$ cat src/hw/rtl/fa2p_pkg.sv
// ----------------------------------------------------------------------------
// fa2p_pkg
// shared types and constants of the polynomial four-quadrant arctangent
// ----------------------------------------------------------------------------
`default_nettype none

package fa2p_pkg;

  localparam int unsigned INPUT_WIDTH_DEF = 32;
  localparam int unsigned QUEUE_DEPTH     = 2;
  localparam int unsigned FRAC_RATIO      = 16;
  localparam int unsigned LIMIT_W         = 16;
  localparam int unsigned ANGLE_W         = 16;
  localparam int unsigned APB_DATA_W      = 32;
  localparam int unsigned APB_ADDR_W      = 3;

  // register index, taken from paddr[2]
  localparam logic REG_NEAR_ZERO_LIMIT = 1'b0;

  // first-octant cubic, 16 fraction bits
  localparam logic signed [17:0] COEF_C1 = 18'sd65887;
  localparam logic signed [17:0] COEF_C2 = -18'sd5826;
  localparam logic signed [17:0] COEF_C3 = -18'sd8865;

  // angles in q3.13
  localparam logic signed [ANGLE_W-1:0] ANG_PI      = 16'sd25736;
  localparam logic signed [ANGLE_W-1:0] ANG_HALF_PI = 16'sd12868;

  typedef enum logic [1:0] {
    KIND_Y_ZERO = 2'd0,
    KIND_X_ZERO = 2'd1,
    KIND_RATIO  = 2'd2
  } kind_e;

  typedef struct packed {
    logic  yneg;
    logic  xneg;
    logic  inv;
    logic  eq;
    kind_e kind;
  } ctrl_t;

endpackage

`default_nettype wire

$ cat src/hw/rtl/fa2p_div.sv
// ----------------------------------------------------------------------------
// fa2p_div
// pipelined ratio divider, one quotient bit per stage
// ----------------------------------------------------------------------------
`default_nettype none

module fa2p_div #(
  parameter int unsigned W = fa2p_pkg::INPUT_WIDTH_DEF
) (
  input  wire logic                             clk_i,
  input  wire logic                             rst_ni,
  input  wire logic                             en_i,
  input  wire logic                             vld_i,
  input  wire fa2p_pkg::ctrl_t                  ctrl_i,
  input  wire logic [W-1:0]                     small_i,
  input  wire logic [W-1:0]                     large_i,
  output logic                                  vld_o,
  output fa2p_pkg::ctrl_t                       ctrl_o,
  output logic [fa2p_pkg::FRAC_RATIO-1:0]       quo_o
);

  localparam int unsigned NS = fa2p_pkg::FRAC_RATIO;

  logic                  vld_q   [NS];
  fa2p_pkg::ctrl_t       ctrl_q  [NS];
  logic [W-1:0]          rem_q   [NS];
  logic [W-1:0]          large_q [NS];
  logic [NS-1:0]         quo_q   [NS];

  for (genvar k = 0; k < NS; k++) begin : g_stage
    logic            vld_in;
    fa2p_pkg::ctrl_t ctrl_in;
    logic [W-1:0]    rem_in, large_in;
    logic [NS-1:0]   quo_in;
    logic [W:0]      two;
    logic            ge;
    logic [W:0]      diff;

    if (k == 0) begin : g_first
      assign vld_in   = vld_i;
      assign ctrl_in  = ctrl_i;
      assign rem_in   = small_i;
      assign large_in = large_i;
      assign quo_in   = '0;
    end else begin : g_next
      assign vld_in   = vld_q[k-1];
      assign ctrl_in  = ctrl_q[k-1];
      assign rem_in   = rem_q[k-1];
      assign large_in = large_q[k-1];
      assign quo_in   = quo_q[k-1];
    end

    assign two  = {rem_in, 1'b0};
    assign ge   = two >= {1'b0, large_in};
    assign diff = two - {1'b0, large_in};

    always_ff @(posedge clk_i or negedge rst_ni) begin
      if (!rst_ni) begin
        vld_q[k] <= 1'b0;
      end else if (en_i) begin
        vld_q[k] <= vld_in;
      end
    end

    always_ff @(posedge clk_i) begin
      if (en_i) begin
        ctrl_q[k]  <= ctrl_in;
        large_q[k] <= large_in;
        rem_q[k]   <= ge ? diff[W-1:0] : two[W-1:0];
        quo_q[k]   <= {quo_in[NS-2:0], ge};
      end
    end
  end

  assign vld_o  = vld_q[NS-1];
  assign ctrl_o = ctrl_q[NS-1];
  assign quo_o  = quo_q[NS-1];

endmodule

`default_nettype wire

$ cat config.mk
export PLATFORM = sky130hd
export DESIGN_NAME = fa2p_div
export DESIGN_NICKNAME = d
export VERILOG_FILES = /design/src/hw/rtl/fa2p_pkg.sv /design/src/hw/rtl/fa2p_div.sv
export SDC_FILE = /design/constraint.sdc
export NUM_CORES = 2
export LEC_CHECK = 0
export BUFFER_PORTS_ARGS = -buffer_cell sky130_fd_sc_hd__buf_2
export CAP_MARGIN = 10
export CORE_AREA = 2 2 389 391
export DETAILED_ROUTE_END_ITERATION = 12
export DIE_AREA = 0 0 391 393
export SYNTH_ARGS = -nofsm -noshare
export SYNTH_HDL_FRONTEND = slang
export SYNTH_SLANG_ARGS = --single-unit
export TNS_END_PERCENT = 100
$ cat constraint.sdc
create_clock -name clk_i -period 3.8 [get_ports clk_i]
set_clock_uncertainty 0.1 [all_clocks]
set_input_delay 0.19 -clock clk_i [delete_from_list [all_inputs] [get_ports clk_i]]
set_output_delay 0.19 -clock clk_i [all_outputs]
set_load 0.01 [all_outputs]
# After elaboration in Yosys (flattened, before gate mapping)
# Memories as Yosys holds them, arrays and structs flattened.
# Index checks and enable logic that the tools add are counted.
# W data, S select, Z words.
[word_totals]
reg_bits = 16
ram_bits = 1376
in_bits = 74
out_inout_bits = 23
elab_cells = 70
memories = 4
[memory_table]
columns = ["memory", "depth", "word_bits", "rd", "rd_ports_with_merged_regs", "write_ports", "line_no", "rtl"]
rows = [
  ["large_q", 16, 32, 15, 0, 16, "fa2p_div.sv:27", "logic [W-1:0] large_q [NS];"],
  ["rem_q", 16, 32, 15, 0, 16, "fa2p_div.sv:26", "logic [W-1:0] rem_q [NS];"],
  ["quo_q", 16, 16, 16, 0, 16, "fa2p_div.sv:28", "logic [NS-1:0] quo_q [NS];"],
  ["ctrl_q", 16, 6, 16, 0, 16, "fa2p_div.sv:25", "fa2p_pkg::ctrl_t ctrl_q [NS];"],
]
[op_classes]
add_sub_neg = 16
n_lt_le_gt_ge = 16
n_mux = 18
[ops]
columns = ["cell", "count"]
rows = [
  ["$ge A33 B32 Y1", 16],
  ["$mux W32", 16],
  ["$sub A32 B32 Y32", 16],
  ["$mux W1", 2],
]

# Depth between registers and ports, before layout
# An unclocked memory read counts as a cell.
[depth]
ltp_word = 3
ltp_mapped = 15
ltp_nobuf = 13

# Worst setup path before layout
# Ideal clock, no wire load.
[synth_timing]
path_kind = "register -> register"
startpoint = "mem rem_q[1][9] (netlist bit)"
endpoint = "mem rem_q[2][24] (netlist bit) (data pin)"
setup_time_ns = 0.260
t_arrival_ns = 3.021
required_time_ns = 3.440
setup_slack_ns = 0.420
path_stages_with_launch = 13
path_buffers = 1
period_less_slack_ns = 3.380
cell_sequence = "edfxtp_1 -> ha_1 -> a21o_1 -> a21o_1 -> a211o_1 -> a221oi_2 -> a31oi_1 -> a31oi_2 -> o21bai_1 -> a21o_1 -> a31oi_4 -> buf_6 -> mux2_2"
[synth_lines]
columns = ["item", "line_no"]
rows = [
  ["from (decl)", "fa2p_div.sv:26"],
]

==> impl_metrics.json <==
{
  "drt-total-wl_um": 156000,
  "gp_congestion": 0.936,
  "clkSinkCount": 1208,
  "peakVddDrop_v": 0.000471,
  "crit_path_max_incr_delay_ps": 430,
  "yosysSeqAreaShare_pct": 52.8,
  "worst_pin_slew_ps": 826,
  "grt_pass1_wl_um": 245000,
  "synthesis.nets": 6696,
  "ant_nets": 0,
  "port_buffers": 96,
  "hold_slack_ps": 58.1,
  "drive_gt1_share_pct": 14.0,
  "end_kind": "flip-flop",
  "finalCritPeriodShare_pct": 98.3,
  "layout.nets": 7280,
  "dp_cells": 8364,
  "placed_area_um2": 74000,
  "clk_pin_slew_ps": 60,
  "vias_per_cell": 5.37,
  "die-width_um": 391,
  "power.density_nw_per_um2": 829,
  "antenna_cells": 0,
  "instances_no_fill": 8734,
  "drv_slew": 0,
  "antenna_found_initial": 0,
  "initial_core_util_pct": 45.9,
  "arrival_ps": 4140,
  "yosysWarningCount": 0,
  "die_area_um2": 154000,
  "met1_length_um": 53700,
  "synthCells": 6096,
  "grt_pass1_vias": 48900,
  "grt_usage_pct": 20.3,
  "h-tree-depth": 4,
  "fillers": 12900,
  "synth_common_cells": "edfxtp_1 (1192), inv_1 (646), a21oi_1 (527), ha_1 (511), nor2_1 (420)",
  "setup_viol": 0,
  "clock.fmax_mhz": 268,
  "ys_ff_latch": 1208,
  "hold_class": "input pin to flip-flop",
  "wl_met3_um": 3800,
  "area_delta_synth_final_pct": 16.7,
  "synth_area_leaders": "edfxtp_1 (52%), ha_1 (9.3%), a21oi_1 (3.9%)",
  "dieHeight_um": 393,
  "synth_edf_count": 1192,
  "drt-initial-drc-count": 2047,
  "drv_cap": 0,
  "io_pins": 97,
  "path_cells": "ha_1 -> o21a_1 -> o21ai_0 -> a31oi_2 -> a2111oi_2 -> buf_4 -> o31ai_1 -> buf_4 -> buf_4 -> nor2b_1 -> a211oi_1 -> buf_4 -> o21a_1 -> xnor2_1 -> mux2_2",
  "drc": 0,
  "via_count": 46900,
  "hold_viol": 0,
  "wl_per_cell_um": 17.9,
  "maxUsedRoutingLayer": "met4",
  "tns_ps": 0,
  "syn-cell-area_um2": 68500,
  "clk_latency_ps": 770,
  "core_um2": 149000,
  "yosysTopAreaCell": "edfxtp_1",
  "crit_type": "flip-flop to flip-flop",
  "dr_wl_met2_um": 88700,
  "ys_async_sr_fraction_pct": 1.32,
  "relSlewSlack_pct": 45.0,
  "syn_area_per_cell_um2": 11.2,
  "layout_min_cycle_time_ps": 3740,
  "synth_top_area_share_pct": 52.3,
  "status": "completed",
  "cts_tree": "done",
  "fin_area_um2": 79900,
  "synth-main-ff-cell": "edfxtp_1",
  "crit_fanout": 3,
  "grt_max_degree": 94,
  "yosysUniqueCellTypes": 98,
  "power_leakage_nw": 33.5,
  "startpoint_type": "flip-flop",
  "clockRootBuffer": "clkbuf_16",
  "grt_setup_unrepaired": "yes",
  "cts_buffers": 142,
  "drtPass1Iterations": 5,
  "path_common_cell": "buf_4",
  "clockBufferDepth": 3,
  "critPathRequiredTime_ps": 4210,
  "synth_most_common_cell": "edfxtp_1",
  "post-dp-hpwl_um": 120000,
  "grt_remaining_overflow": 0,
  "row_count": 142,
  "slowest_stage": "edfxtp_1"
}
-- area by class of cell --
class	instances	area, µm²	share of cell area (%)
Clock inverter	74	653	0.817
Multi-Input combinational cell	4101	29600	37.0
Inverter	648	2430	3.05
Timing Repair Buffer	579	4870	6.10
Tap cell	1944	2430	3.04
Sequential cell	1208	36200	45.3
Clock buffer	180	3780	4.73
-- metal layers --
metal,vias up,GRT usage (%)
met5,-,0
met4,0,12.7
met3,405,2.71
met2,767,41.6
met1,22200,18.2
li1,23500,-
-- registers in the layout, summed over array words and instances, names as in the netlist --
register / cells
rem_q: 480
ctrl_q: 96
large_q: 480
vld_o: 1
g_stage.vld_in: 15
quo_q: 136
-- where the power goes --
| group | leakage (nW) | total, mW | switching (mW) | internal (mW) |
|---|---|---|---|---|
| Clock | 2.18 | 12.9 | 5.34 | 7.60 |
| Sequential | 11.8 | 21.5 | 1.80 | 19.7 |
| Combinational | 19.5 | 31.8 | 17.2 | 14.6 |
| Total | 33.5 | 66.2 | 24.3 | 41.9 |
-- layout by cell type, fill, tap and decap left out, types with 26 or more instances in the layout --
| master | instances |
|---|---|
| a211oi_1 | 40 |
| a21o_1 | 268 |
| a21oi_1 | 521 |
| a31oi_1 | 49 |
| and3_1 | 50 |
| buf_12 | 36 |
| buf_2 | 95 |
| buf_4 | 341 |
| clkbuf_1 | 34 |
| clkbuf_16 | 149 |
| clkinv_1 | 26 |
| clkinv_2 | 28 |
| dlygate4sd3_1 | 104 |
| edfxtp_1 | 1192 |
| ha_1 | 511 |
| inv_1 | 646 |
| mux2_2 | 178 |
| nand2_1 | 346 |
| nand2b_1 | 63 |
| nand3_1 | 91 |
| nand4_1 | 89 |
| nor2_1 | 420 |
| nor2b_1 | 71 |
| nor3_1 | 76 |
| o211ai_1 | 33 |
| o21a_1 | 84 |
| o21ai_0 | 340 |
| o21bai_1 | 57 |
| o31ai_1 | 39 |
| xnor2_1 | 230 |
| xor2_1 | 157 |
-- cell families (layout without fill, tap and decap cells) --
family	Yosys count	count (layout)	synth area share, %
compound gates	1653	1653	15.4
buf+inv	787	1481	4.49
simple gates	1320	1320	9.06
flops	1208	1208	52.8
xor+xnor	387	387	4.95
fa+ha+maj	526	526	9.77
mux	215	215	3.52
-- path summary, 6_finish.rpt --
check,cells past startpoint,slack [ps],start,to
worst max-delay path,15,60,rem_q[9][4]$_DFFE_PP_,rem_q[10][30]$_DFFE_PP_
worst min-delay path,2,60,large_i[29],large_q[0][29]$_DFFE_PP_
worst max register to register,15,60,rem_q[9][4]$_DFFE_PP_,rem_q[10][30]$_DFFE_PP_
worst min register to register,0,310,ctrl_q[1][39]$_DFFE_PP_,ctrl_q[1][45]$_DFFE_PP_
max in group asynchronous,3,2710,rst_ni,g_stage[7].vld_in$_DFFE_PN0P_
min in group asynchronous,3,440,rst_ni,vld_o$_DFFE_PN0P_
-- critical path: cells and delay by family (launching register included) --
kind,cells,cell delay [ps]
AOI/OAI and AO/OA,7,1460
xor gates and xnor gates,1,60
adders and majority gates,1,330
buffers and inverters,4,680
DFF,1,430
muxes,1,270
and+or+nand+nor,1,130
-- metrics by stage --
step | total power, mW | util, % | worst slack, ps
6_report | 66.2 | 53.6 | 62.8
5_1_grt | 70.9 | 53.6 | -23.7
4_1_cts | 66.2 | 53.3 | 13.2
3_5_place_dp | 52.7 | 49.6 | -190
3_3_place_gp | 52.4 | 49.6 | -139
2_1_floorplan | 43.0 | - | 420
-- timing repair --
action	CTS	global route
hold endpoints to repair	155	0
cloned	0	4
hold buffers	104	0
pin swaps	0	22
endpoints found under the setup margin	67	184
buffers inserted	0	8
resized for setup	8	54
Power figures use the tool's default switching activity.
