File: config.mk
export PLATFORM = sky130hd
export DESIGN_NAME = fa2p_poly
export DESIGN_NICKNAME = d
export VERILOG_FILES = /design/src/hw/rtl/fa2p_pkg.sv /design/src/hw/rtl/fa2p_poly.sv
export SDC_FILE = /design/constraint.sdc
export NUM_CORES = 2
export LEC_CHECK = 0
export ABC_AREA = 1
export BUFFER_PORTS_ARGS = -buffer_cell sky130_fd_sc_hd__buf_2
export CAP_MARGIN = 25
export CELL_PAD_IN_SITES_DETAIL_PLACEMENT = 1
export CELL_PAD_IN_SITES_GLOBAL_PLACEMENT = 1
export CORE_MARGIN = 2
export CORE_UTILIZATION = 30
export CTS_CLUSTER_DIAMETER = 120
export DETAILED_ROUTE_END_ITERATION = 6
export PLACE_DENSITY_LB_ADDON = 0.25
export SYNTH_ARGS = -nofsm -noshare
export SYNTH_HDL_FRONTEND = slang
export SYNTH_SLANG_ARGS = --single-unit
File: constraint.sdc
create_clock -name clk_i -period 8.1 [get_ports clk_i]
set_input_delay 0.405 -clock clk_i [delete_from_list [all_inputs] [get_ports clk_i]]
set_output_delay 0.405 -clock clk_i [all_outputs]
set_load 0.02 [all_outputs]
File: src/hw/rtl/fa2p_pkg.sv
// ----------------------------------------------------------------------------
// fa2p_pkg
// shared types and constants of the polynomial four-quadrant arctangent
// ----------------------------------------------------------------------------
`default_nettype none

package fa2p_pkg;

  localparam int unsigned INPUT_WIDTH_DEF = 32;
  localparam int unsigned QUEUE_DEPTH     = 2;
  localparam int unsigned FRAC_RATIO      = 16;
  localparam int unsigned LIMIT_W         = 16;
  localparam int unsigned ANGLE_W         = 16;
  localparam int unsigned APB_DATA_W      = 32;
  localparam int unsigned APB_ADDR_W      = 3;

  // register index, taken from paddr[2]
  localparam logic REG_NEAR_ZERO_LIMIT = 1'b0;

  // first-octant cubic, 16 fraction bits
  localparam logic signed [17:0] COEF_C1 = 18'sd65887;
  localparam logic signed [17:0] COEF_C2 = -18'sd5826;
  localparam logic signed [17:0] COEF_C3 = -18'sd8865;

  // angles in q3.13
  localparam logic signed [ANGLE_W-1:0] ANG_PI      = 16'sd25736;
  localparam logic signed [ANGLE_W-1:0] ANG_HALF_PI = 16'sd12868;

  typedef enum logic [1:0] {
    KIND_Y_ZERO = 2'd0,
    KIND_X_ZERO = 2'd1,
    KIND_RATIO  = 2'd2
  } kind_e;

  typedef struct packed {
    logic  yneg;
    logic  xneg;
    logic  inv;
    logic  eq;
    kind_e kind;
  } ctrl_t;

endpackage

`default_nettype wire

File: src/hw/rtl/fa2p_poly.sv
// ----------------------------------------------------------------------------
// fa2p_poly
// cubic evaluation, quadrant folding, near-axis cases and result register
// ----------------------------------------------------------------------------
`default_nettype none

module fa2p_poly (
  input  wire logic                                 clk_i,
  input  wire logic                                 rst_ni,
  input  wire logic                                 en_i,
  input  wire logic                                 vld_i,
  input  wire fa2p_pkg::ctrl_t                      ctrl_i,
  input  wire logic [fa2p_pkg::FRAC_RATIO-1:0]      quo_i,
  output logic                                      vld_o,
  output logic signed [fa2p_pkg::ANGLE_W-1:0]       angle_o
);

  localparam int unsigned VW = fa2p_pkg::FRAC_RATIO + 1;

  logic                        vld1_q, vld2_q, vld3_q, vld4_q;
  fa2p_pkg::ctrl_t             ctrl1_q, ctrl2_q, ctrl3_q;
  logic [VW-1:0]               v_d, v1_q, v2_q;
  logic signed [31:0]          p1_d, p1_q, p2_d, p2_q;
  logic signed [34:0]          p3_d, p3_q;
  logic signed [15:0]          t2;
  logic signed [17:0]          t1;
  logic signed [16:0]          a0, a1, a2, a3;
  logic signed [fa2p_pkg::ANGLE_W-1:0] angle_d, angle_q;

  always_comb begin
    v_d  = ctrl_i.eq ? {1'b1, {(VW-1){1'b0}}} : {1'b0, quo_i};
    p1_d = 32'(fa2p_pkg::COEF_C3 * $signed({1'b0, v_d}));
    t2   = 16'(fa2p_pkg::COEF_C2 + ((p1_q + 32'sd32768) >>> 16));
    p2_d = 32'(t2 * $signed({1'b0, v1_q}));
    t1   = 18'(fa2p_pkg::COEF_C1 + ((p2_q + 32'sd32768) >>> 16));
    p3_d = 35'(t1 * $signed({1'b0, v2_q}));
  end

  always_comb begin
    a0 = 17'((p3_q + 35'sd262144) >>> 19);
    a1 = ctrl3_q.inv ? (17'(fa2p_pkg::ANG_HALF_PI) - a0) : a0;
    a2 = ctrl3_q.yneg ? -a1 : a1;
    if (ctrl3_q.xneg) begin
      a3 = ctrl3_q.yneg ? (-17'(fa2p_pkg::ANG_PI) - a2) : (17'(fa2p_pkg::ANG_PI) - a2);
    end else begin
      a3 = a2;
    end
    unique case (ctrl3_q.kind)
      fa2p_pkg::KIND_Y_ZERO: angle_d = ctrl3_q.xneg ? fa2p_pkg::ANG_PI : '0;
      fa2p_pkg::KIND_X_ZERO: angle_d = ctrl3_q.yneg ? -fa2p_pkg::ANG_HALF_PI
                                                    : fa2p_pkg::ANG_HALF_PI;
      fa2p_pkg::KIND_RATIO:  angle_d = a3[fa2p_pkg::ANGLE_W-1:0];
      default:               angle_d = '0;
    endcase
  end

  always_ff @(posedge clk_i or negedge rst_ni) begin
    if (!rst_ni) begin
      vld1_q <= 1'b0;
      vld2_q <= 1'b0;
      vld3_q <= 1'b0;
      vld4_q <= 1'b0;
    end else if (en_i) begin
      vld1_q <= vld_i;
      vld2_q <= vld1_q;
      vld3_q <= vld2_q;
      vld4_q <= vld3_q;
    end
  end

  always_ff @(posedge clk_i) begin
    if (en_i) begin
      ctrl1_q <= ctrl_i;
      v1_q    <= v_d;
      p1_q    <= p1_d;
      ctrl2_q <= ctrl1_q;
      v2_q    <= v1_q;
      p2_q    <= p2_d;
      ctrl3_q <= ctrl2_q;
      p3_q    <= p3_d;
      angle_q <= angle_d;
    end
  end

  assign vld_o   = vld4_q;
  assign angle_o = angle_q;

endmodule

`default_nettype wire

After elaboration in Yosys (flattened, before gate mapping)
Index checks and enable logic that the tools add are counted.

Bits in registers: 168. Word-level logic and storage cells: 45.

Add/sub/neg operators: 9. Multiply operators: 3. Equal/unequal tests: 2. Multiplexer cells: 8. Reduce and logical (&&, ||, !) cells: 1.

Operator list (count): $mux W16 (5); $add A32 B17 Y32 const B (2); $pmux W16 S3 (1); $add A35 B20 Y35 const B (1); $mul A18 B18 Y35 (1); $mul A15 B18 Y32 const A (1); $mul A16 B18 Y32 (1); $sub A16 B16 Y16 const A (2); $add A18 B16 Y18 const A (1); $mux W17 (1); $add A14 B16 Y16 const A (1); $neg A16 Y16 (1); $sub A15 B16 Y16 const A (1); $mux W15 (1); $eq A2 B1 Y1 const B (1); $eq A2 B2 Y1 const B (1); $logic_not A2 Y1 (1).

Depth between registers and ports, before layout
Depth after elaboration: 9. Depth in mapped cells: 48.

Least setup slack after synthesis
OpenSTA, ideal clock, no wires.

Kind: flip-flop to flip-flop. From: register p2_q[15]. To: register p3_q[32], data pin. Setup time: 269 ps. Arrival time: 7905 ps. Setup slack: -74 ps. Stages on the path, launching flop included: 45. Buffers on the path: 1. Cells stage by stage: edfxtp_1 ha_1 inv_1 ha_1 inv_1 nor3_1 a21oi_1 inv_1 a21oi_2 inv_2 nand2_1 nand2_1 or2_1 nor2_2 inv_2 or2_1 nor2_1 inv_1 (+9 left out) inv_1 fa_1 inv_1 fa_1 inv_1 ha_1 nand4_1 o221ai_1 a21oi_1 o21ai_0 nand2_1 o211ai_1 nand2_1 o211ai_1 nand3_1 and2_1 o31ai_1 xor2_1.

Longest elaborated chain between the ends: 3.

RTL lines: from (decl) (line fa2p_poly.sv:23) `logic signed [31:0] p1_d, p1_q, p2_d, p2_q;`; from (signal assigned) (line fa2p_poly.sv:78) `p2_q <= p2_d;`; $add A32 B17 Y32 (line fa2p_poly.sv:35) `t1 = 18'(fa2p_pkg::COEF_C1 + ((p2_q + 32'sd32768) >>> 16));`; $add A18 B16 Y18 (line fa2p_poly.sv:35); $mul A18 B18 Y35 (line fa2p_poly.sv:36) `p3_d = 35'(t1 * $signed({1'b0, v2_q}));`; named net p3_d[32] (line fa2p_poly.sv:24) `logic signed [34:0] p3_d, p3_q;`; to (signal assigned) (line fa2p_poly.sv:80) `p3_q <= p3_d;`; to (decl) (line fa2p_poly.sv:24).

The timed path passes the listed nets, and every way through them passes these cells. A chain may end at the register's enable or synchronous reset.

Worst setup path after layout
From: register p2_q[15]. To: register p3_q[27], data pin.

The elaborated chain is that of the path after synthesis.

==> results by group <==
Final layout
  – Share of layout cells above drive strength 1: 11.4%
  – Total inserted antenna cells: 0
  – Commonest non-fill, non-tap cell in the layout: inv_1
  – Final nets: 4680
  – Fill cell total of the finished layout: 11900
  – Layout area overhead: 13.4%
  – Most frequent cells in the layout: 933 x inv_1, 645 x nand2_1, 554 x fa_1

Critical path
  – Worst Setup End Kind: register
  – Worst Setup Start Kind: register
  – Crit Path Max Fanout: 4
  – Crit path arrival time: 8310 ps
  – Crit Path Class: register to register
  – Worst Reg-to-Reg Cells: 44
  – CP Launch Point: p2_q[15]
  – Max stage delay on crit path: 550 ps
  – CP most frequent cell: fa_1
  – Worst Path Required: 8330 ps
  – Worst r2r src: p2_q[15]
  – Slowest CP cell: fa_1

Placement
  – Dpl hpwl: 73300 µm
  – GPL Wtd Cong: 0.826
  – I/O Buffers: 42

CTS
  – Clock Sinks: 120
  – Max clock buf depth: 2
  – CTS tree: yes
  – Clock Root Buffer: clkbuf_16
  – Clk_lat worst skew: 490 ps
  – # H-tree levels: 4
  – Num CTS Buffers: 17
  – Clock transition at the registers of the reported paths: 60 ps

Die
  – Ports: 43
  – Standard-cell row count: 116
  – DIE AREA: 103000 µm²
  – Die Span Y: 321 µm
  – Starting Density: 30.2%
  – Core ar.: 99900 µm²
  – DIE WIDTH: 321 µm

Synthesis
  – Syn Area/Cell: 8.50 µm²
  – Yosys Warn Count: 0
  – Async set-reset flop share out of synthesis: 3.33%
  – Top_reg_cell synth: edfxtp_1
  – Post-synth EDFFs: 116
  – Netlist cell types: 55
  – Synth Register Bits: 120
  – Sequential share of the synthesized area: 11.9%
  – Post-Syn Instances: 3545
  – Post-Syn Area: 30100 µm²

Timing
  – Worst-margin pin slew: 917 ps
  – Endpoints failing hold: 0
  – Max-slew violation count: 0
  – Post-Route Skew: 14.4 ps
  – Hold_ws: 96.9 ps
  – Rel. slew slack: 38.9%
  – RSZ-0062 raised after global routing: true
  – Tmin final: 8090 ps
  – Fmax: 0.124 GHz
  – Final period utilization: 99.8%
  – Final setup viols: 0

Global routing
  – Largest net degree at the start of global routing: 69
  – First-pass GRT wire length: 139000 µm
  – Antenna violations before repair: 0
  – GRT Total Usage: 17.3%
  – Grt total ovfl: 0
  – Number of global-route vias before repair: 25500

Worst hold path
  – Hold Crit Class: input port to register
  – Hold Path Stages: 1
  – Min-delay src: ctrl_i[5]

Flow run
  – Max-cap check violation count: 0

Detailed routing
  – Total wire length: 84900 µm
  – Wire length per cell: 16.9 µm
  – Drt first pass iters: 4
  – Drc violations: 0
  – Antenna viol nets, final: 0
  – Total number of vias: 22600
  – DR vias/cell: 4.49
  – 1st-iter DRT viols: 799

Run status
  – Status: finished, final reports clean
## cell type report
type / count / area, µm² / share of cell area [%]
well taps: 1298 / 1620 / 4.75
multi-input cells: 2384 / 23100 / 67.5
inverters: 972 / 3670 / 10.7
flip-flops and latches: 120 / 3580 / 10.5
clock buffers: 18 / 429 / 1.26
clock inverters: 14 / 150 / 0.439
repair buffers: 229 / 1650 / 4.82
## cells by family after synthesis
kind of cell | share of synthesized area, %
compound gates | 3.60
xor+xnor | 2.85
fa+ha+maj | 52.5
flops | 11.9
other cells | 0.0249
buf+inv | 13.1
simple gates | 16.0
## repair_timing
action / in CTS / in global routing
hold endpoints to repair: 4 / 0
pin swaps: 28 / 35
setup endpoints to repair: 12 / 25
hold buffers: 1 / 0
setup buffers: 15 / 18
gates resized for setup: 33 / 80
## flip-flops by register name (all words and copies together), names as in the netlist
name     flops
angle_o     16
ctrl1_q      5
ctrl2_q      5
ctrl3_q      5
p1_q        17
p2_q        17
p3_q        17
v1_q        17
v2_q        17
vld1_q       1
vld2_q       1
vld3_q       1
vld_o        1
## worst max-delay path: cells and delay by family, from the launching register on
| kind | cells | cell delay (ps) |
|---|---|---|
| buffers and inverters | 14 | 1080 |
| XOR/XNOR | 2 | 300 |
| AND/OR/NAND/NOR | 10 | 1130 |
| flip-flops | 1 | 440 |
| adder cells (fa/ha/maj) | 9 | 3550 |
| AO/OA/AOI/OAI | 9 | 1360 |
## cell usage after synthesis, types with 8 or more instances
library cell	instances	area, µm²
a21oi_1	82	410
a31oi_1	10	62.6
clkbuf_1	58	218
clkinv_1	14	52.6
edfxtp_1	116	3480
fa_1	556	11100
ha_1	374	4680
inv_1	941	3530
inv_2	16	60.1
nand2_1	660	2480
nand2_2	25	156
nand3_1	77	385
nand4_1	20	125
nor2_1	307	1150
nor2_2	15	93.8
nor3_1	18	90.1
o21ai_0	46	230
o21ai_1	8	40.0
o31ai_1	8	60.1
or2_2	8	50.1
xnor2_1	31	272
xor2_1	65	569
## path summary, 6_finish.rpt
kind	slack, ps	endpoint
setup / recovery	10	p3_q[27]
min in group asynchronous	260	vld3_q
hold reg to reg	420	ctrl2_q[0]
max in group asynchronous	7700	vld1_q
setup reg to reg	10	p3_q[27]
hold / removal	100	ctrl1_q[5]
## routing by layer
layer / vias to the layer above / GRT usage (%) / routed length [µm]
li1: 10800 / - / -
met3: 73 / 1.68 / 1870
met2: 224 / 32.6 / 44700
met1: 11400 / 21.2 / 36900
met5: - / 0 / 0
met4: 0 / 3.85 / 1520
## per-stage QoR
stage	util, %	TNS (ps)	cells	setup WS [ps]	area, µm²
after detailed placement	32.9	-3560	4971	-637	32800
after global placement	32.9	-2420	4971	-501	32800
final	34.2	0	5035	13.5	34200
after CTS	33.7	-198	5019	-84.8	33700
after global routing	34.2	-2980	5035	-422	34200
after floorplan	-	0	3547	31.7	30100
Power is left out: the tool's default activity adds up to more than one toggle a clock period on the data nets, which glitch-free logic cannot reach.
