--- src/hw/rtl/fa2p_pkg.sv ---
// ----------------------------------------------------------------------------
// fa2p_pkg
// shared types and constants of the polynomial four-quadrant arctangent
// ----------------------------------------------------------------------------
`default_nettype none

package fa2p_pkg;

  localparam int unsigned INPUT_WIDTH_DEF = 32;
  localparam int unsigned QUEUE_DEPTH     = 2;
  localparam int unsigned FRAC_RATIO      = 16;
  localparam int unsigned LIMIT_W         = 16;
  localparam int unsigned ANGLE_W         = 16;
  localparam int unsigned APB_DATA_W      = 32;
  localparam int unsigned APB_ADDR_W      = 3;

  // register index, taken from paddr[2]
  localparam logic REG_NEAR_ZERO_LIMIT = 1'b0;

  // first-octant cubic, 16 fraction bits
  localparam logic signed [17:0] COEF_C1 = 18'sd65887;
  localparam logic signed [17:0] COEF_C2 = -18'sd5826;
  localparam logic signed [17:0] COEF_C3 = -18'sd8865;

  // angles in q3.13
  localparam logic signed [ANGLE_W-1:0] ANG_PI      = 16'sd25736;
  localparam logic signed [ANGLE_W-1:0] ANG_HALF_PI = 16'sd12868;

  typedef enum logic [1:0] {
    KIND_Y_ZERO = 2'd0,
    KIND_X_ZERO = 2'd1,
    KIND_RATIO  = 2'd2
  } kind_e;

  typedef struct packed {
    logic  yneg;
    logic  xneg;
    logic  inv;
    logic  eq;
    kind_e kind;
  } ctrl_t;

endpackage

`default_nettype wire

--- src/hw/rtl/fa2p_front.sv ---
// ----------------------------------------------------------------------------
// fa2p_front
// request register, magnitudes and classification of each point
// ----------------------------------------------------------------------------
`default_nettype none

module fa2p_front #(
  parameter int unsigned W = fa2p_pkg::INPUT_WIDTH_DEF
) (
  input  wire logic                           clk_i,
  input  wire logic                           rst_ni,
  input  wire logic                           in_valid_i,
  output logic                                in_stall_o,
  input  wire logic signed [W-1:0]            y_coord_i,
  input  wire logic signed [W-1:0]            x_coord_i,
  input  wire logic [fa2p_pkg::LIMIT_W-1:0]   limit_i,
  input  wire logic                           full_i,
  output logic                                push_o,
  output fa2p_pkg::ctrl_t                     ctrl_o,
  output logic [W-1:0]                        small_o,
  output logic [W-1:0]                        large_o
);

  localparam int unsigned CW = (W > fa2p_pkg::LIMIT_W) ? W : fa2p_pkg::LIMIT_W;

  logic                 vld_q, vld_d;
  logic [W-1:0]         y_q, x_q;
  logic                 load;
  logic                 yneg, xneg;
  logic [W-1:0]         ay, ax;
  logic [CW-1:0]        ay_ext, ax_ext, lim_ext;

  assign in_stall_o = vld_q && full_i;
  assign load       = !in_stall_o;
  assign push_o     = vld_q && !full_i;
  assign vld_d      = load ? in_valid_i : vld_q;

  always_ff @(posedge clk_i or negedge rst_ni) begin
    if (!rst_ni) begin
      vld_q <= 1'b0;
    end else begin
      vld_q <= vld_d;
    end
  end

  always_ff @(posedge clk_i) begin
    if (load && in_valid_i) begin
      y_q <= y_coord_i;
      x_q <= x_coord_i;
    end
  end

  always_comb begin
    yneg    = y_q[W-1];
    xneg    = x_q[W-1];
    ay      = yneg ? (~y_q + W'(1)) : y_q;
    ax      = xneg ? (~x_q + W'(1)) : x_q;
    ay_ext  = CW'(ay);
    ax_ext  = CW'(ax);
    lim_ext = CW'(limit_i);

    ctrl_o.yneg = yneg;
    ctrl_o.xneg = xneg;
    ctrl_o.inv  = ax < ay;
    ctrl_o.eq   = ax == ay;
    if (ay_ext <= lim_ext) begin
      ctrl_o.kind = fa2p_pkg::KIND_Y_ZERO;
    end else if (ax_ext <= lim_ext) begin
      ctrl_o.kind = fa2p_pkg::KIND_X_ZERO;
    end else begin
      ctrl_o.kind = fa2p_pkg::KIND_RATIO;
    end
    small_o = (ax < ay) ? ax : ay;
    large_o = (ax < ay) ? ay : ax;
  end

endmodule

`default_nettype wire

--- config.mk ---
export PLATFORM = sky130hd
export DESIGN_NAME = fa2p_front
export DESIGN_NICKNAME = d
export VERILOG_FILES = /design/src/hw/rtl/fa2p_pkg.sv /design/src/hw/rtl/fa2p_front.sv
export SDC_FILE = /design/constraint.sdc
export NUM_CORES = 1
export LEC_CHECK = 0
export ABC_AREA = 0
export BUFFER_PORTS_ARGS = -buffer_cell sky130_fd_sc_hd__buf_2
export CORE_ASPECT_RATIO = 1.2
export CORE_UTILIZATION = 30
export CTS_BUF_LIST = sky130_fd_sc_hd__clkbuf_4 sky130_fd_sc_hd__clkbuf_8 sky130_fd_sc_hd__clkbuf_16
export DETAILED_ROUTE_END_ITERATION = 8
export GPL_ROUTABILITY_DRIVEN = 0
export PLACE_DENSITY = 0.5
export SKIP_CTS_REPAIR_TIMING = 1
export SLEW_MARGIN = 20
export SYNTH_ARGS = -nofsm -noshare
export SYNTH_HDL_FRONTEND = slang
export SYNTH_SLANG_ARGS = --single-unit
--- constraint.sdc ---
create_clock -name clk_i -period 7.8 [get_ports clk_i]
set_input_delay 1.95 -clock clk_i [delete_from_list [all_inputs] [get_ports clk_i]]
set_output_delay 1.95 -clock clk_i [all_outputs]
set_load 0.02 [all_outputs]
# == Word level (Yosys, flattened, before mapping) ==
# Index checks and enable logic that the tools add are counted.
# word_totals
reg_bits,65
in_bits,84
out_inout_bits,72
elab_cells,22
# classes
add_sub_neg,2
order_cmp,3
n_eq_ne,1
n_mux,6
bitwise_logic,2
reduce_logical,5
# op_table
op,n
$mux W32,4
$add A32 B1 Y32 const B,2
$le A32 B16 Y1,2
$not A32 Y32,2
$eq A32 B32 Y1,1
$lt A32 B32 Y1,1
$mux W2,2
$logic_and A1 B1 Y1,3
$logic_not A1 Y1,2

# == Longest topological paths before layout ==
# depth
depth_word,6
ltp_mapped,17
ltp_nobuf,16

# == Worst setup path after synthesis ==
# Ideal clock, no wire load.
# synth_timing
path_type,flip-flop to output port
startpoint,reg x_q[18]
endpoint,out large_o[0]
t_arrival_ns,4.243
required_ns,5.850
slack_ns,1.607
stages_incl_launch_ff,17
path_buffers,1
path_cell_list,edfxtp_1 -> or4_1 -> or3_1 -> or3_1 -> o41ai_1 -> xnor2_1 -> inv_1 -> ha_1 -> nand4_1 -> nor2_1 -> nand2_1 -> nor2_1 -> and2_1 -> a31oi_1 -> nand2_1 -> buf_2 -> mux2i_1
# synth_between
elab_chain_len,5
# synth_lines
item,line_no,rtl
from (decl),fa2p_front.sv:27,"logic [W-1:0] y_q, x_q;"
from (signal assigned),fa2p_front.sv:49,x_q <= x_coord_i;
$not A32 Y32,fa2p_front.sv:57,ax = xneg ? (~x_q + W'(1)) : x_q;
$add A32 B1 Y32,fa2p_front.sv:57,
$mux W32 (*),fa2p_front.sv:57,
$lt A32 B32 Y1 (*),fa2p_front.sv:74,large_o = (ax < ay) ? ay : ax;
$mux W32 (*),fa2p_front.sv:74,
to (decl),fa2p_front.sv:21,output logic [W-1:0] large_o
# Every way passes the cells marked *; elsewhere a longest branch is shown, timed or not.

# == Worst setup path in the final report ==
# layout_timing
startpoint,reg y_q[19]
endpoint,out large_o[9]
# layout_between
elab_chain_len,5
# layout_lines
item,line_no,rtl
from (decl),fa2p_front.sv:27,
from (signal assigned),fa2p_front.sv:48,y_q <= y_coord_i;
$not A32 Y32,fa2p_front.sv:56,ay = yneg ? (~y_q + W'(1)) : y_q;
$add A32 B1 Y32,fa2p_front.sv:56,
$mux W32 (*),fa2p_front.sv:56,
$lt A32 B32 Y1 (*),fa2p_front.sv:74,
$mux W32 (*),fa2p_front.sv:74,
# Marks and branches as above.

==> impl_results.md <==
* Cells after synthesis at 639
* Detailed-routing iteration count for the pre-antenna-repair pass at 5
* Pint at 900 uW
* Global route overflow at 0
* Hold worst-path end: vld_q
* TritonCTS clock tree: done
* Maximum achievable frequency at between 0.1 and 0.15 GHz
* Final design area excluding fillers at 0.00748 mm^2
* Effective utilization at floorplan at 30.8%
* Fin crit share at approximately 93%
* Max Buffers Root-to-Sink at 2
* CP Max Fanout at 28
* CP max stage delay at 610 ps
* Number of max-cap violations at 0
* Number of placement rows at 56
* Transition time at the pin with the least slew margin at between 800 and 900 ps
* Wire length of the first global-routing pass at ~28,000 um
* Register share of total power at between 30% and 40%
* Data arrival at the endpoint of the critical path at roughly 5300 ps
* Hold/Removal Path Class: reg2reg
* Average via count per standard cell at 5.06
* Worst Clk Skew at 6.33 ps
* Hold Startpoint: vld_q
* Reg2Reg Depth at 3
* Data required time of the critical path at 5850 ps
* Fraction of layout cells with a size suffix above 1 at approximately 25%
* Slew Limit Fails at 0
* Most frequent cell on the critical path: sky130_fd_sc_hd__o2111ai_1
* Clk network pwr share at 30.3%
* Number of cells on the worst hold path at 2
* Library cells used by synthesis at 65
* Count of buffers inserted at the top-level ports at 155
* Adder-cell area share of the yosys netlist at 13.6%
* NetSw at 529 uW
* Main synth FF type: sky130_fd_sc_hd__edfxtp_1
* Reg-to-reg slack, setup at 6070 ps
* Power density cells at 191 mW/mm^2
* Area growth from synthesis to layout at 23.1%
* Unrepaired setup endpoints after global routing: no
* DRC at 0
* Area of the placeable core at 0.0197 mm^2
* Peak ir drop on the vdd network at 0.000126 V
* Share of synthesized area spent on multiplexers at 11.2%
* Async SR Flop Fraction at 1.54%
* Total routing usage reported by global routing at 18.0%
* Critical register-to-register path endpoint: y_q[2]
* Clock edge transition at the registers on the reported setup and hold paths at 60 ps
* Kind of end point of the critical path: output pin
* Synth Warn # at 0
* Clock buffers created by TritonCTS at 9
* Dominant combinational cell family by area after synthesis: simple AND/OR/NAND/NOR gates
* Post-route core utilization at 38.0%
* Post-synthesis xor/xnor area fraction at 8.78%
* Total standard cell area after synthesis at 0.00607 mm^2
* Post-detailed-routing wire length at roughly 18,000 um
* Sequential cell area fraction in the yosys report at around 32%
* DRT iter0 DRCs at 334
* Area of the die at roughly 0.021 mm^2
* Half-perimeter wire length after placement at 15,100 um
* Synthesized-area fraction occupied by and/or/nand/nor cells at 16.4%
* Minimum clock period after layout at 7260 ps
* Fraction of power spent switching nets at 37.0%
* Final setup viols at 0
* Die H at around 160 um
* Vias in the first global route at 5,029
* Horiz. Die Dim at 132 um
* CP Class: reg2out
* Cell chosen for the clock root: sky130_fd_sc_hd__clkbuf_16
* Deepest level of the CTS H-tree at 3
* Number of synthesized flops with an enable pin at 64
* Pin count of the biggest net entering global routing at 65
* Cell with the largest stage delay on the worst path: sky130_fd_sc_hd__or4_4
* Clock Sink Count at 65
* Top Ports at 156
* Synthesized netlist net count at 788
* Status: completed
* Number of nets in the layout at 942
* Synthesis-stage register bit count at 65
* Antenna violations before repair at 0
* Dpl cell area at 0.00716 mm^2
* Final hold violations at 0
* P_leak at 3.33 nW
* Diodes inserted at 0
* Relative contribution of combinational cells to total power at 39.2%
* Final TNS setup at 0 ps
* Mean instance size in the synthesized netlist at around 9.5 um^2
* Compound-cell area share of the yosys netlist at 12.1%
* Clock Latency Late Sink at 340 ps
* Antenna violation net count after detailed routing at 0
* Detail-routed net length per standard cell at 17.5 um
* Slew Limit Headroom at between 40% and 50%
* Via count at 5,362
* Reg2Reg Launch Point: vld_q
* Cells along the critical path: or4_4 -> nor4_1 -> nand2_1 -> o31ai_1 -> xor2_1 -> ha_1 -> a21o_1 -> a21oi_1 -> o211ai_1 -> o2111ai_1 -> o2111ai_1 -> a31oi_1 -> nand2_4 -> buf_12 -> mux2i_1 -> buf_2
* Setup crit start kind: flip-flop
worst max-delay path by stage:
stage | startpoint | cells after the start | slack [ps] | endpoint
6_report | y_q[19] | 16 | 540 | large_o[9]
3_5_place_dp | x_q[12] | 16 | 860 | large_o[9]
3_3_place_gp | x_q[12] | 16 | 980 | large_o[9]
5_1_grt | x_q[12] | 17 | 50 | large_o[9]
2_1_floorplan | x_q[18] | 16 | 1610 | large_o[0]
4_1_cts | x_q[12] | 16 | 480 | large_o[9]
cells by family (layout without fill, tap and decap cells):
group / Yosys count / in the layout
AO/OA/AOI/OAI: 111 / 111
multiplexers: 68 / 68
AND/OR/NAND/NOR: 180 / 181
XOR/XNOR: 60 / 60
buffers and inverters: 89 / 247
flip-flops: 65 / 65
adder cells (fa/ha/maj): 66 / 66
Yosys cell counts (8+ instances only):
cell type | number | area, um^2
sky130_fd_sc_hd__o41ai_1 | 11 | 96.3
sky130_fd_sc_hd__clkbuf_1 | 9 | 33.8
sky130_fd_sc_hd__nand2_1 | 51 | 191
sky130_fd_sc_hd__xor2_1 | 50 | 438
sky130_fd_sc_hd__or4_1 | 10 | 75.1
sky130_fd_sc_hd__o31ai_1 | 11 | 82.6
sky130_fd_sc_hd__ha_1 | 65 | 813
sky130_fd_sc_hd__o21ai_0 | 26 | 130
sky130_fd_sc_hd__xnor2_1 | 9 | 78.8
sky130_fd_sc_hd__edfxtp_1 | 64 | 1920
sky130_fd_sc_hd__nor2b_1 | 9 | 56.3
sky130_fd_sc_hd__nand4_1 | 19 | 119
sky130_fd_sc_hd__nor3_1 | 11 | 55.1
sky130_fd_sc_hd__nor4_1 | 8 | 50.1
sky130_fd_sc_hd__mux2i_1 | 67 | 671
sky130_fd_sc_hd__nor2_1 | 26 | 97.6
sky130_fd_sc_hd__a21oi_1 | 26 | 130
sky130_fd_sc_hd__nand3_1 | 10 | 50.1
sky130_fd_sc_hd__inv_1 | 67 | 251
state kept, by name, summed over array words and instances, names as in the netlist:
| signal | cells |
|---|---|
| vld_q | 1 |
| x_q | 32 |
| y_q | 32 |
final cells by class:
cell class / instances / area (um^2)
multi-input cells: 486 / 3790
well taps: 261 / 327
repair buffers: 162 / 841
fillers: 2041 / 12200
flip-flops and latches: 65 / 1950
clock buffers: 10 / 233
inverters: 69 / 259
clock inverters: 6 / 82.6
cells in the final DEF (no fill, tap or decap), types with 6 or more instances in the layout:
cell,Yosys,routed
sky130_fd_sc_hd__xor2_1,50,50
sky130_fd_sc_hd__o41ai_1,11,11
sky130_fd_sc_hd__or3_1,7,7
sky130_fd_sc_hd__nor2b_1,9,8
sky130_fd_sc_hd__edfxtp_1,64,64
sky130_fd_sc_hd__or4_1,10,10
sky130_fd_sc_hd__mux2i_1,67,67
sky130_fd_sc_hd__o21ai_0,26,26
sky130_fd_sc_hd__nand2_1,51,50
sky130_fd_sc_hd__buf_2,6,155
sky130_fd_sc_hd__inv_1,67,67
sky130_fd_sc_hd__nor2_1,26,26
sky130_fd_sc_hd__clkbuf_16,0,9
sky130_fd_sc_hd__nand4_1,19,19
sky130_fd_sc_hd__ha_1,65,65
sky130_fd_sc_hd__nand3_1,10,10
sky130_fd_sc_hd__buf_4,2,6
sky130_fd_sc_hd__a21oi_1,26,26
sky130_fd_sc_hd__nor3_1,11,11
sky130_fd_sc_hd__xnor2_1,9,9
sky130_fd_sc_hd__o31ai_1,11,11
sky130_fd_sc_hd__nor4_1,8,8
worst max-delay path: cells and delay by family (launching register included):
family,cells,cell delay [ps]
xor gates and xnor gates,1,370
AOI/OAI and AO/OA,7,1540
and+or+nand+nor,4,1560
DFF,1,510
muxes,1,180
adders and majority gates,1,330
buffers and inverters,2,460
routing by layer:
metal | vias up | global-route usage (%) | wire, um | part of all wire (%)
li1 | 2667 | - | - | -
met2 | 190 | 30.2 | 8620 | 47
met5 | - | 0 | 0 | 0
met3 | 11 | 3.11 | 924 | 5.0
met1 | 2494 | 23.5 | 8670 | 47
met4 | 0 | 5.98 | 272 | 1.5
power groups by stage:
stage	combinational [mW]	clock [mW]	sequential (mW)
CTS	0.562	0.444	0.435
floorplan	0.383	0	0.433
global route	0.611	0.458	0.438
detailed placement	0.560	0	0.442
finish	0.561	0.434	0.435
global placement	0.557	0	0.442
metrics by stage:
step | hold WS, ps | setup WS (ps) | power (mW) | std cells
after global placement | 709 | 984 | 0.999 | 1042
after CTS | 720 | 476 | 1.44 | 1058
final | 710 | 537 | 1.43 | 1059
after global routing | 737 | 47.3 | 1.51 | 1059
after floorplan | 744 | 1610 | 0.816 | 639
after detailed placement | 705 | 862 | 1.00 | 1042
Power figures use the tool's default switching activity.
